<file path="config.mk">
export PLATFORM = sky130hd
export DESIGN_NAME = slip_crc16_frame_receiver_unit
export DESIGN_NICKNAME = d
export VERILOG_FILES = /design/src/design/slcrc_pkg.sv /design/src/design/slcrc_core.sv /design/src/design/slcrc_out_stage.sv /design/src/design/slip_crc16_frame_receiver_unit.sv
export SDC_FILE = /design/constraint.sdc
export NUM_CORES = 1
export LEC_CHECK = 0
export BUFFER_PORTS_ARGS = -buffer_cell sky130_fd_sc_hd__buf_2
export CAP_MARGIN = 20
export CORE_MARGIN = 2
export CORE_UTILIZATION = 52
export CTS_CLUSTER_DIAMETER = 50
export DETAILED_ROUTE_END_ITERATION = 8
export GPL_ROUTABILITY_DRIVEN = 0
export PLACE_DENSITY = 0.82
export SLEW_MARGIN = 20
export SYNTH_ARGS = -nofsm -noshare
export SYNTH_HDL_FRONTEND = slang
export SYNTH_SLANG_ARGS = --single-unit
</file>
<file path="constraint.sdc">
create_clock -name clk_i -period 2.55 [get_ports clk_i]
set_clock_uncertainty 0.15 [all_clocks]
set_input_delay 0.51 -clock clk_i [delete_from_list [all_inputs] [get_ports clk_i]]
set_output_delay 0.51 -clock clk_i [all_outputs]
set_load 0.03 [all_outputs]
</file>
<file path="src/design/slcrc_pkg.sv">
// Shared types, constants and the CRC-16/X.25 byte update for the SLIP frame receiver.
`timescale 1ns / 1ps

package slcrc_pkg;

  localparam int unsigned ByteW   = 8;
  localparam int unsigned IndexW  = 10;
  localparam int unsigned StatusW = 2;
  localparam int unsigned CrcW    = 16;

  localparam logic [ByteW-1:0] SlipEnd    = 8'hC0;
  localparam logic [ByteW-1:0] SlipEsc    = 8'hDB;
  localparam logic [ByteW-1:0] SlipEscEnd = 8'hDC;
  localparam logic [ByteW-1:0] SlipEscEsc = 8'hDD;

  localparam logic [CrcW-1:0] CrcInit = 16'hFFFF;
  localparam logic [CrcW-1:0] CrcPoly = 16'h8408;
  localparam logic [CrcW-1:0] CrcGood = 16'h0F47;

  // Frames shorter than this cannot hold the two header bytes and the checksum.
  localparam logic [IndexW-1:0] MinFrameLen = 10'd4;

  typedef enum logic [StatusW-1:0] {
    StatusOk       = 2'd0,
    StatusShort    = 2'd1,
    StatusBadCrc   = 2'd2,
    StatusOverflow = 2'd3
  } status_e;

  typedef struct packed {
    logic              valid;
    logic [ByteW-1:0]  out_byte;
    logic [IndexW-1:0] byte_index;
    logic              is_data;
    logic              frame_done;
    status_e           status;
    logic [ByteW-1:0]  dest_id;
    logic [ByteW-1:0]  message_id;
    logic [IndexW-1:0] payload_length;
  } result_t;

  // Reflected CRC-16 update over one byte, least significant bit first.
  function automatic logic [CrcW-1:0] crc_update(input logic [CrcW-1:0] crc,
                                                 input logic [ByteW-1:0] b);
    logic [CrcW-1:0] c;
    c = crc ^ {{(CrcW-ByteW){1'b0}}, b};
    for (int k = 0; k < ByteW; k++) begin
      if (c[0]) begin
        c = (c >> 1) ^ CrcPoly;
      end else begin
        c = c >> 1;
      end
    end
    return c;
  endfunction

endpackage

</file>
<file path="src/design/slcrc_core.sv">
// Decoder core: SLIP unescaping, frame state, running CRC and the end-of-frame verdict.
`timescale 1ns / 1ps

module slcrc_core import slcrc_pkg::*; #(
  parameter int unsigned MAX_FRAME = 604
) (
  input  logic             clk_i,
  input  logic             rst_ni,
  input  logic             adv_i,
  input  logic [ByteW-1:0] byte_i,
  output result_t          res_o
);

  localparam logic [IndexW-1:0] MaxLen = IndexW'(MAX_FRAME);

  logic              esc_q, esc_d;
  logic [IndexW-1:0] len_q, len_d;
  logic [CrcW-1:0]   crc_q, crc_d;
  logic [ByteW-1:0]  first_q, first_d;
  logic [ByteW-1:0]  second_q, second_d;
  logic              ovf_q, ovf_d;

  logic              take;
  logic              close;
  logic [ByteW-1:0]  dbyte;

  always_comb begin
    esc_d    = esc_q;
    len_d    = len_q;
    crc_d    = crc_q;
    first_d  = first_q;
    second_d = second_q;
    ovf_d    = ovf_q;
    take     = 1'b0;
    close    = 1'b0;
    dbyte    = byte_i;
    res_o    = '0;

    if (esc_q) begin
      esc_d = 1'b0;
      if (byte_i == SlipEscEnd) begin
        take  = 1'b1;
        dbyte = SlipEnd;
      end else if (byte_i == SlipEscEsc) begin
        take  = 1'b1;
        dbyte = SlipEsc;
      end
    end else if (byte_i == SlipEnd) begin
      close = 1'b1;
    end else if (byte_i == SlipEsc) begin
      esc_d = 1'b1;
    end else begin
      take = 1'b1;
    end

    if (take) begin
      if (len_q >= MaxLen) begin
        ovf_d = 1'b1;
      end else begin
        if (len_q == '0) begin
          first_d = dbyte;
        end else if (len_q == IndexW'(1)) begin
          second_d = dbyte;
        end
        crc_d            = crc_update(crc_q, dbyte);
        len_d            = len_q + IndexW'(1);
        res_o.valid      = 1'b1;
        res_o.out_byte   = dbyte;
        res_o.byte_index = len_q;
        res_o.is_data    = 1'b1;
      end
    end

    if (close && (len_q != '0)) begin
      res_o.valid      = 1'b1;
      res_o.frame_done = 1'b1;
      res_o.dest_id    = first_q;
      res_o.message_id = second_q;
      if (len_q >= MinFrameLen) begin
        res_o.payload_length = len_q - MinFrameLen;
      end
      if (ovf_q) begin
        res_o.status = StatusOverflow;
      end else if (len_q < MinFrameLen) begin
        res_o.status = StatusShort;
      end else if (~crc_q != CrcGood) begin
        res_o.status = StatusBadCrc;
      end else begin
        res_o.status = StatusOk;
      end
      len_d    = '0;
      crc_d    = CrcInit;
      first_d  = '0;
      second_d = '0;
      ovf_d    = 1'b0;
    end
  end

  always_ff @(posedge clk_i or negedge rst_ni) begin
    if (!rst_ni) begin
      esc_q    <= 1'b0;
      len_q    <= '0;
      crc_q    <= CrcInit;
      first_q  <= '0;
      second_q <= '0;
      ovf_q    <= 1'b0;
    end else if (adv_i) begin
      esc_q    <= esc_d;
      len_q    <= len_d;
      crc_q    <= crc_d;
      first_q  <= first_d;
      second_q <= second_d;
      ovf_q    <= ovf_d;
    end
  end

endmodule

</file>
<file path="src/design/slcrc_out_stage.sv">
// Result register that holds one finished result until the downstream side takes it.
`timescale 1ns / 1ps

module slcrc_out_stage import slcrc_pkg::*; (
  input  logic    clk_i,
  input  logic    rst_ni,
  input  logic    load_i,
  input  result_t res_i,
  input  logic    stall_i,
  output logic    busy_o,
  output result_t res_o
);

  logic    valid_q, valid_d;
  result_t data_q;

  // The slot is busy only if its result is held back this cycle.
  assign busy_o = valid_q && stall_i;

  always_comb begin
    valid_d = valid_q;
    if (load_i) begin
      valid_d = 1'b1;
    end else if (!stall_i) begin
      valid_d = 1'b0;
    end
  end

  always_ff @(posedge clk_i or negedge rst_ni) begin
    if (!rst_ni) begin
      valid_q <= 1'b0;
    end else begin
      valid_q <= valid_d;
    end
  end

  always_ff @(posedge clk_i) begin
    if (load_i) begin
      data_q <= res_i;
    end
  end

  always_comb begin
    res_o       = data_q;
    res_o.valid = valid_q;
  end

endmodule

</file>
<file path="src/design/slip_crc16_frame_receiver_unit.sv">
// Top level of the SLIP frame receiver with CRC-16/X.25 frame check.
// Path: a result moves from the input register into the result register that drives the ports;
// bytes that cause no result leave the input register and write no result.
// Throughput: one byte per cycle while no held result stalls input, set by the byte-wide CRC update in the core.
// Reset: rst_ni is asynchronous and active low; it empties both registers, clears the escape
// flag, frame length, header bytes and overflow flag, and loads the CRC with 0xFFFF.
`timescale 1ns / 1ps

module slip_crc16_frame_receiver_unit import slcrc_pkg::*; #(
  parameter int unsigned MAX_FRAME = 604
) (
  input  logic               clk_i,
  input  logic               rst_ni,
  input  logic               in_valid_i,
  output logic               in_stall_o,
  input  logic [ByteW-1:0]   in_byte_i,
  output logic               out_valid_o,
  input  logic               out_stall_i,
  output logic [ByteW-1:0]   out_byte_o,
  output logic [IndexW-1:0]  byte_index_o,
  output logic               is_data_o,
  output logic               frame_done_o,
  output logic [StatusW-1:0] status_o,
  output logic [ByteW-1:0]   dest_id_o,
  output logic [ByteW-1:0]   message_id_o,
  output logic [IndexW-1:0]  payload_length_o
);

  // The input register takes each line beat while in_stall_o is low. Its byte is
  // decoded in the following cycle, and the core's state steps forward at
  // the same edge at which any result is written into the result register.
  logic             in_valid_q, in_valid_d;
  logic [ByteW-1:0] in_byte_q;
  logic             in_take;
  logic             advance;
  logic             out_busy;
  result_t          core_res;
  result_t          out_res;

  // A byte that yields no result may always move on; one that yields a
  // result waits only while the previous result is still being held back.
  assign advance    = in_valid_q && !(core_res.valid && out_busy);
  assign in_stall_o = in_valid_q && !advance;
  assign in_take    = in_valid_i && !in_stall_o;

  always_comb begin
    in_valid_d = in_valid_q;
    if (in_take) begin
      in_valid_d = 1'b1;
    end else if (advance) begin
      in_valid_d = 1'b0;
    end
  end

  always_ff @(posedge clk_i or negedge rst_ni) begin
    if (!rst_ni) begin
      in_valid_q <= 1'b0;
    end else begin
      in_valid_q <= in_valid_d;
    end
  end

  always_ff @(posedge clk_i) begin
    if (in_take) begin
      in_byte_q <= in_byte_i;
    end
  end

  slcrc_core #(
    .MAX_FRAME (MAX_FRAME)
  ) u_core (
    .clk_i  (clk_i),
    .rst_ni (rst_ni),
    .adv_i  (advance),
    .byte_i (in_byte_q),
    .res_o  (core_res)
  );

  slcrc_out_stage u_out (
    .clk_i   (clk_i),
    .rst_ni  (rst_ni),
    .load_i  (advance && core_res.valid),
    .res_i   (core_res),
    .stall_i (out_stall_i),
    .busy_o  (out_busy),
    .res_o   (out_res)
  );

  // Result fields go straight out of the result register.
  assign out_valid_o      = out_res.valid;
  assign out_byte_o       = out_res.out_byte;
  assign byte_index_o     = out_res.byte_index;
  assign is_data_o        = out_res.is_data;
  assign frame_done_o     = out_res.frame_done;
  assign status_o         = out_res.status;
  assign dest_id_o        = out_res.dest_id;
  assign message_id_o     = out_res.message_id;
  assign payload_length_o = out_res.payload_length;

endmodule

</file>
# Word level (Yosys, flattened, before mapping)
# Index checks and enable logic that the tools add are counted.
# classes
n_reduce_logical	23
n_lt_le_gt_ge	3
bitwise_logic	11
mux	65
n_addsub	2
n_eq_ne	9
# ops
op	count
two-way mux 16 bit	25
two-way mux 8 bit	12
two-way mux 10 bit	4
two-way mux 20 bit	2
equality test 8 bit, second input constant	4
two-way mux 29 bit	1
inverter 2 -> 3 bit	8
two-way mux 1 bit	18
!= test 16 x 12 -> 1 bit, second input constant	1
inverter 16 bit	1
bitwise XOR 16 x 8 -> 16 bit	1
adder 10 x 1 -> 10 bit, second input constant	1
equality test 10 x 1 -> 1 bit, second input constant	1
greater-or-equal comparator 10 bit, second input constant	1
greater-or-equal comparator 10 x 3 -> 1 bit, second input constant	1
logical NOT 10 bit	1
less-than comparator 10 x 3 -> 1 bit, second input constant	1
nonzero test 10 bit	1
nonzero test 2 bit	5
subtractor 10 x 3 -> 10 bit, second input constant	1
logical AND 1 bit	7
two-way mux 2 bit	3
AND reduction 3 bit	2
AND reduction 5 bit	1
other kinds (7)	10
# totals
ff_bits	102
wordCells	130
input_bits	12

# Logic depth before layout (Yosys ltp)
# Gate-level depths: netlist of the first run.
# depth
word_depth	38
depth_mapped	8

# Cells and area by module
# Synthesis of the first run repeated with hierarchy kept, for this count alone.
# unflattened
hier_cells	376
hier_area_um2	4645.7
# modules_own_cells
module	seq_area_each_um2	area_each_um2	instances	cells_per_inst
slcrc_core	1121.1	2851.5	1	308
slcrc_out_stage	1466.4	1487.7	1	52
slip_crc16_frame_receiver_unit	265.3	306.5	1	16

# Worst setup path before layout of the first run
# OpenSTA, ideal clock, no wires.
# synth_timing
path_kind	register to output
from	register in_byte_q[2]
to	output port in_stall_o
path_buffers	0
slack_ns	0.130
arrival_ns	1.760
t_required_ns	1.890
stages_incl_launch_ff	7
path_cell_list	edfxtp_1 -> and4bb_2 -> o22ai_4 -> o21ai_4 -> inv_1 -> o2111ai_1 -> inv_1
# synth_via
elab_chain_len	11
# synth_rtl
item	line	rtl
start: declaration	slip_crc16_frame_receiver_unit.sv:33	logic [ByteW-1:0] in_byte_q;
start signal: assignment	slip_crc16_frame_receiver_unit.sv:65	in_byte_q <= in_byte_i;
equality test 8 bit (on tied branches)	slcrc_core.sv:50, slcrc_core.sv:44	
two-way mux 1 bit (on tied branches)	slcrc_core.sv:50, slcrc_core.sv:44	
two-way mux 1 bit (on tied branches)	slcrc_core.sv:48, slcrc_core.sv:41	
two-way mux 1 bit	slcrc_core.sv:39	if (esc_q) begin
two-way mux 20 bit	slcrc_core.sv:56	if (take) begin
two-way mux 1 bit *	slcrc_core.sv:74	if (close && (len_q != '0)) begin
logical AND 1 bit *	slip_crc16_frame_receiver_unit.sv:42	assign advance = in_valid_q && !(core_res.valid && out_busy);
logical NOT 1 bit *	slip_crc16_frame_receiver_unit.sv:42	
logical AND 1 bit *	slip_crc16_frame_receiver_unit.sv:42	
logical NOT 1 bit *	slip_crc16_frame_receiver_unit.sv:43	assign in_stall_o = in_valid_q && !advance;
logical AND 1 bit *	slip_crc16_frame_receiver_unit.sv:43	
end: declaration	slip_crc16_frame_receiver_unit.sv:15	output logic in_stall_o,
# Mark *: on every way between the ends. The rest lies on a longest branch, timed or not.

# Worst setup path in the final report of the first run
# layout_timing
from	register in_byte_q[0]
to	output port in_stall_o
# Same word-level chain as after synthesis.

==> flow_metrics.tcl, run 1 <==
set metrics [dict create \
    track_usage 0.2182 \
    ctsLongestPathBuffers 2 \
    worstSkewPairLatency_ns 0.37 \
    layout_commonest_cell "buf_2" \
    start_util 0.5281 \
    layout-drive-gt1-share 0.3734 \
    grt_util_met3 0.04248 \
    grt_pass1_wl_mm 16.64 \
    synth_edf_count 56 \
    hpwl_mm 7.157 \
    die_h_um 99.95 \
    grtUsageMet1 0.3138 \
    dr.pass1.iters 5 \
    port_buffers 61 \
    htreeDepth 3 \
    worstSetupPathType "flop to output port" \
    finish.instance_area_um2 5756 \
    grt_max_degree 47 \
    core-area_um2 9065 \
    hold_viol 0 \
    grt.busiest_layer "met2" \
    syn2layout_area_growth_pct 20.23 \
    fin_crit_sh 1.042 \
    worst_pin_slew_ns 0.6198 \
    final_nets 480 \
    wl_per_cell_um 18.34 \
    ys_seq_area_frac 0.5959 \
    final_cell_mix "60 x buf_2, 56 x edfxtp_1, 41 x buf_4" \
    drc_errors 0 \
    ioPinCount 62 \
    syn-instance-count 359 \
    grt.overflow.total 0 \
    worstPathMaxFanout 3 \
    rsz0062_at_grt "yes" \
    slew-limit-headroom 0.5824 \
    avgSynthCellArea_um2 13.33 \
    ys_dominant_reg_cell "edfxtp_1" \
    placed_area_um2 5379 \
    hold_class "primary input to async pin" \
    cts_buffers 9 \
    finalSetupViolCount 1 \
    antenna_found_initial 0 \
    whs_ns 0.06506 \
    outcome "finished with violations" \
    violations "setup timing" \
    critPathCaptureType "output port" \
    rows 35 \
    drtIter0Drc 243 \
    p_leak_nw 2.416 \
    synth_seq_cells 102 \
    antenna_left 0 \
    setup_ws_ns -0.1079 \
    ys_warn_count 0 \
    diodes 0 \
    ir_worst_vdd_uv 454.9 \
    synth.distinct_cells 64 \
    syn-num-nets 378 \
    clk_pin_slew_ns 0.10 \
    grt_pass1_vias 3199 \
    drt-vias-per-instance 5.860 \
    holdBufCountCts 0 \
    use_met2 0.3384 \
    async_flop_share 0.4510 \
    vias 3381 \
    critPathLaunchType "flop" \
    cts_tree "built" \
    synth_area_um2 4787 \
    powerDensity_nw_per_um2 1076 \
    critPathRequiredTime_ns 1.89 \
    cp.arrival_ns 2.00 \
    slew_violations 0 \
    cts_sinks 102 \
    die-area_um2 9989 \
    drt_wl_total_mm 10.59 \
    dieWidth_um 99.95 \
    ctsRootBufferMaster "clkbuf_8" \
    drv_cap 0 \
    period_minus_slack_ns 2.658 \
    fmax_mhz 376.2 \
]
[routing by layer]
metal,routed length (um),share of wire
met3,599,0.057
met1,4789,0.45
met2,5008,0.47
met4,188,0.018
met5,0,0
[where the power goes]
| group | internal [mW] | switching (mW) | total (mW) | leakage, nW |
|---|---|---|---|---|
| combinational | 1.07 | 1.51 | 2.58 | 1.27 |
| sequential | 2.33 | 0.306 | 2.64 | 1.06 |
| clock | 0.374 | 0.604 | 0.977 | 0.0934 |
[worst max-delay path: stages (launching register included)]
cell,delay [ns]
edfxtp_1,0.48
nor4_4,0.40
and3_4,0.27
nand2_4,0.07
inv_4,0.08
o2111ai_4,0.14
inv_2,0.08
buf_6,0.12
[cell type report]
type	instances	area [um^2]
Clock buffer	9	123.9
Timing Repair Buffer	106	681.9
Tap cell	111	138.9
Multi-Input combinational cell	228	1839
Inverter	14	55.05
Sequential cell	102	2853
Clock inverter	7	63.81
Fill cell	652	3309
[state kept, by name, summed over array words and instances, names as in the netlist]
signal,cells
u_core.crc_q,16
u_core.len_q,10
u_out.valid_q,1
in_byte_q,8
in_valid_q,1
u_core.second_q,8
u_core.esc_q,1
u_core.ovf_q,1
u_core.first_q,8
u_out.res_o,48
[final timing paths]
kind	slack, ns	from	cells past startpoint	endpoint
setup / recovery	-0.11	in_byte_q[0]	7	in_stall_o
hold / removal	0.07	rst_ni	2	u_core.second_q[0]
setup reg to reg	0.08	in_byte_q[1]	8	u_core.crc_q[10]
hold reg to reg	0.34	u_core.first_q[1]	1	u_core.first_q[1]
max in group asynchronous	1.77	rst_ni	2	u_out.valid_q
min in group clk_i	0.15	in_byte_i[7]	1	in_byte_q[7]
[repair_timing]
item | 4_1_cts | 5_1_grt
pin swaps | 8 | 7
gates resized for setup | 8 | 7
cloned | 0 | 0
endpoints found under the setup margin | 1 | 4
buffers inserted | 12 | 5
[synth_stat cells, types with 7 or more instances]
library cell,n,area share
and2_1,14,0.018
a2bb2oi_2,7,0.022
nand2_1,13,0.010
dfrtp_1,30,0.16
xnor2_1,19,0.035
nor2_1,32,0.025
clkbuf_1,7,0.0055
dfstp_2,16,0.088
and3_1,16,0.021
nand3_1,11,0.011
ha_1,7,0.018
edfxtp_1,56,0.35
o211ai_1,7,0.011
inv_1,14,0.011
[per-stage QoR]
step | cells | util | TNS, ns | total power, mW | setup slack, ns
finish | 577 | 0.6349 | -0.1079 | 6.195 | -0.1079
global route | 577 | 0.6349 | -0.2192 | 6.494 | -0.2173
CTS | 572 | 0.6272 | -0.1194 | 6.147 | -0.08441
detailed placement | 544 | 0.5934 | 0 | 5.122 | 0.1847
global placement | 544 | 0.5934 | 0 | 5.009 | 0.2148
floorplan | 359 | - | 0 | 4.410 | 0.1304
[cells by family (layout without fill, tap and decap cells)]
family,after synthesis,in the layout,share of synthesized area
fa+ha+maj,7,7,0.01830
xor+xnor,29,29,0.06351
mux,7,7,0.01594
compound gates,66,66,0.1330
buf+inv,29,136,0.02927
simple gates,119,119,0.1440
flops,102,102,0.5959
(Power assumes the default switching activity.)
==> run 2: changes to the inputs <==
Settings changed: GPL_TIMING_DRIVEN set to 0, PLACE_DENSITY 0.82 to 0.78.
==> run 2 against run 1 <==
The run ends with hold timing, setup timing left; combinational power barely moved; global-route usage fell by 0.59 points; utilization grew 0.69 points; largest cell class unchanged; total power is 2.2% higher; clock power grew 13%; count of clock-buffer cells in the layout increased by 2; final cell count rose by 1.2%; critical endpoint unchanged; worst setup slack got worse by 0.18 ns.
==> flow_metrics.tcl, run 2 (synthesis gave the netlist of run 1 again) <==
set metrics [dict create \
    final-seq-area_um2 2856 \
    die_h_um 99.95 \
    syn2layout_area_growth_pct 21.54 \
    layout-drive-gt1-share 0.3805 \
    layout_commonest_cell "buf_2" \
    drt_wl_total_mm 10.68 \
    vias 3408 \
    p_sw_frac 0.3721 \
    die-area_um2 9989 \
    drt-vias-per-instance 5.836 \
    ctsRootBufferMaster "clkbuf_8" \
    finalSetupViolCount 9 \
    grt_pass1_vias 3271 \
    period_minus_slack_ns 2.837 \
    worstSetupPathType "flop to output port" \
    fin_crit_sh 1.113 \
    ioPinCount 62 \
    largest_reg_flops 48 \
    wl_per_cell_um 18.29 \
    finish.instance_area_um2 5818 \
    grt_pass1_wl_mm 16.21 \
    combinationalPowerShare 0.412 \
    seq_power_share 0.415 \
    wl_met1_mm 4.504 \
    worst_pin_slew_ns 0.6473 \
    start_util 0.5281 \
    cts_buffers 9 \
    cts_tree "built" \
    ir_worst_vdd_uv 587.5 \
    drv_cap 0 \
    violations "hold timing, setup timing" \
    p_leak_nw 2.428 \
    nFillCells 668 \
    hold_viol 1 \
    clk_pin_slew_ns 0.09 \
    setup_ws_ns -0.2871 \
    final_nets 487 \
    hold_class "primary input to async pin" \
    whs_ns -0.0006454 \
    critPathLaunchType "flop" \
    core-area_um2 9065 \
    hpwl_mm 6.726 \
    track_usage 0.2123 \
    antenna_found_initial 0 \
    rsz0062_at_grt "yes" \
    switchingPower_mw 2.355 \
    critPathRequiredTime_ns 1.89 \
    wl_met2_mm 5.226 \
    htreeDepth 3 \
    powerDensity_nw_per_um2 1088 \
    stdcell_count 584 \
    ctsLongestPathBuffers 2 \
    top_layer "met4" \
    numPlacedInstances 531 \
    antenna_left 0 \
    outcome "finished with violations" \
    worstSkewPairLatency_ns 0.37 \
    total_power_mw 6.328 \
    slew_violations 0 \
    worstPathMaxFanout 6 \
    dr.pass1.iters 5 \
    cp.arrival_ns 2.18 \
    slew-limit-headroom 0.5672 \
    drtIter0Drc 300 \
    rows 35 \
    dr_wl_met3_um 690 \
    port_buffers 61 \
    critPathCaptureType "output port" \
    final_cell_mix "62 x buf_2, 56 x edfxtp_1, 38 x buf_4" \
    placed_area_um2 5231 \
    drc_errors 0 \
    multi_input_comb_area_um2 1833 \
    grt_max_degree 47 \
    fmax_mhz 352.5 \
    clock_power_share 0.173 \
    diodes 0 \
    cts_sinks 102 \
    grt.overflow.total 0 \
    p_int_mw 3.973 \
    dieWidth_um 99.95 \
]
[run 2: cell count changes in the layout (fill, tap and decap cells not counted), moves of 2 or more]
cell and delta:
buf_2 +2, buf_4 -3, bufinv_16 +2, clkbuf_1 +8, clkbuf_2 +2, dfrtp_1 -3
dfrtp_2 +3, inv_1 -4, inv_2 +3, inv_6 -3
[run 2: repair_timing]
action | in CTS | in global routing
pin swaps | 9 | 7
setup buffers | 23 | 13
resized for setup | 14 | 12
setup endpoints to repair | 66 | 9
gates cloned | 1 | 0
hold buffers | 0 | 0
[run 2: cell type report]
class,count,area share
sequential,102,0.4910
multi-input combinational,228,0.3151
timing repair buffer,98,0.1060
tap,111,0.02387
clock buffer,11,0.02258
buffer,15,0.01677
clock inverter,5,0.01441
inverter,14,0.01032
[run 2: path summary, 6_finish.rpt]
path                                         from                 end  slack, ns  cells past startpoint
worst max-delay path              u_core.len_q[9]          in_stall_o      -0.29                      7
worst min-delay path                       rst_ni  u_core.second_q[0]    -0.0006                      1
worst max register to register    u_core.len_q[9]        in_byte_q[1]      -0.02                      7
worst min register to register  u_core.first_q[1]   u_core.first_q[1]       0.36                      1
max in group asynchronous                  rst_ni     u_core.len_q[9]       1.79                      1
min in group clk_i                   in_byte_i[5]        in_byte_q[5]       0.16                      1
[run 2: power groups by stage]
| stage | Clock [mW] | Sequential [mW] | Combinational [mW] |
|---|---|---|---|
| finish | 1.10 | 2.63 | 2.61 |
| global route | 1.17 | 2.67 | 2.77 |
| CTS | 1.10 | 2.62 | 2.51 |
| detailed placement | 0 | 2.66 | 2.32 |
| global placement | 0 | 2.63 | 2.25 |
| floorplan | 0 | 2.99 | 1.42 |
[run 2: worst max-delay path, stage by stage, from the launching register on]
cell and delay, ns:
dfrtp_2 0.45, nor4_4 0.37, nand4_1 0.27, nand2_2 0.21, clkinv_4 0.12, o2111ai_4 0.21
inv_2 0.05, buf_6 0.13
[run 2: per-stage QoR]
step,util,TNS (ns),setup WS (ns)
3_3_place_gp,0.5771,-12.40,-0.2796
6_report,0.6418,-0.3922,-0.2871
2_1_floorplan,-,0,0.1304
4_1_cts,0.6291,-0.1791,-0.1791
5_1_grt,0.6418,-1.331,-0.3360
3_5_place_dp,0.5771,-14.82,-0.3461
[run 2: layer usage]
| metal | up-vias | GRT usage |
|---|---|---|
| li1 | 1545 | - |
| met1 | 1682 | 0.2696 |
| met2 | 152 | 0.3529 |
| met3 | 29 | 0.03621 |
| met4 | 0 | 0.1085 |
| met5 | - | 0 |
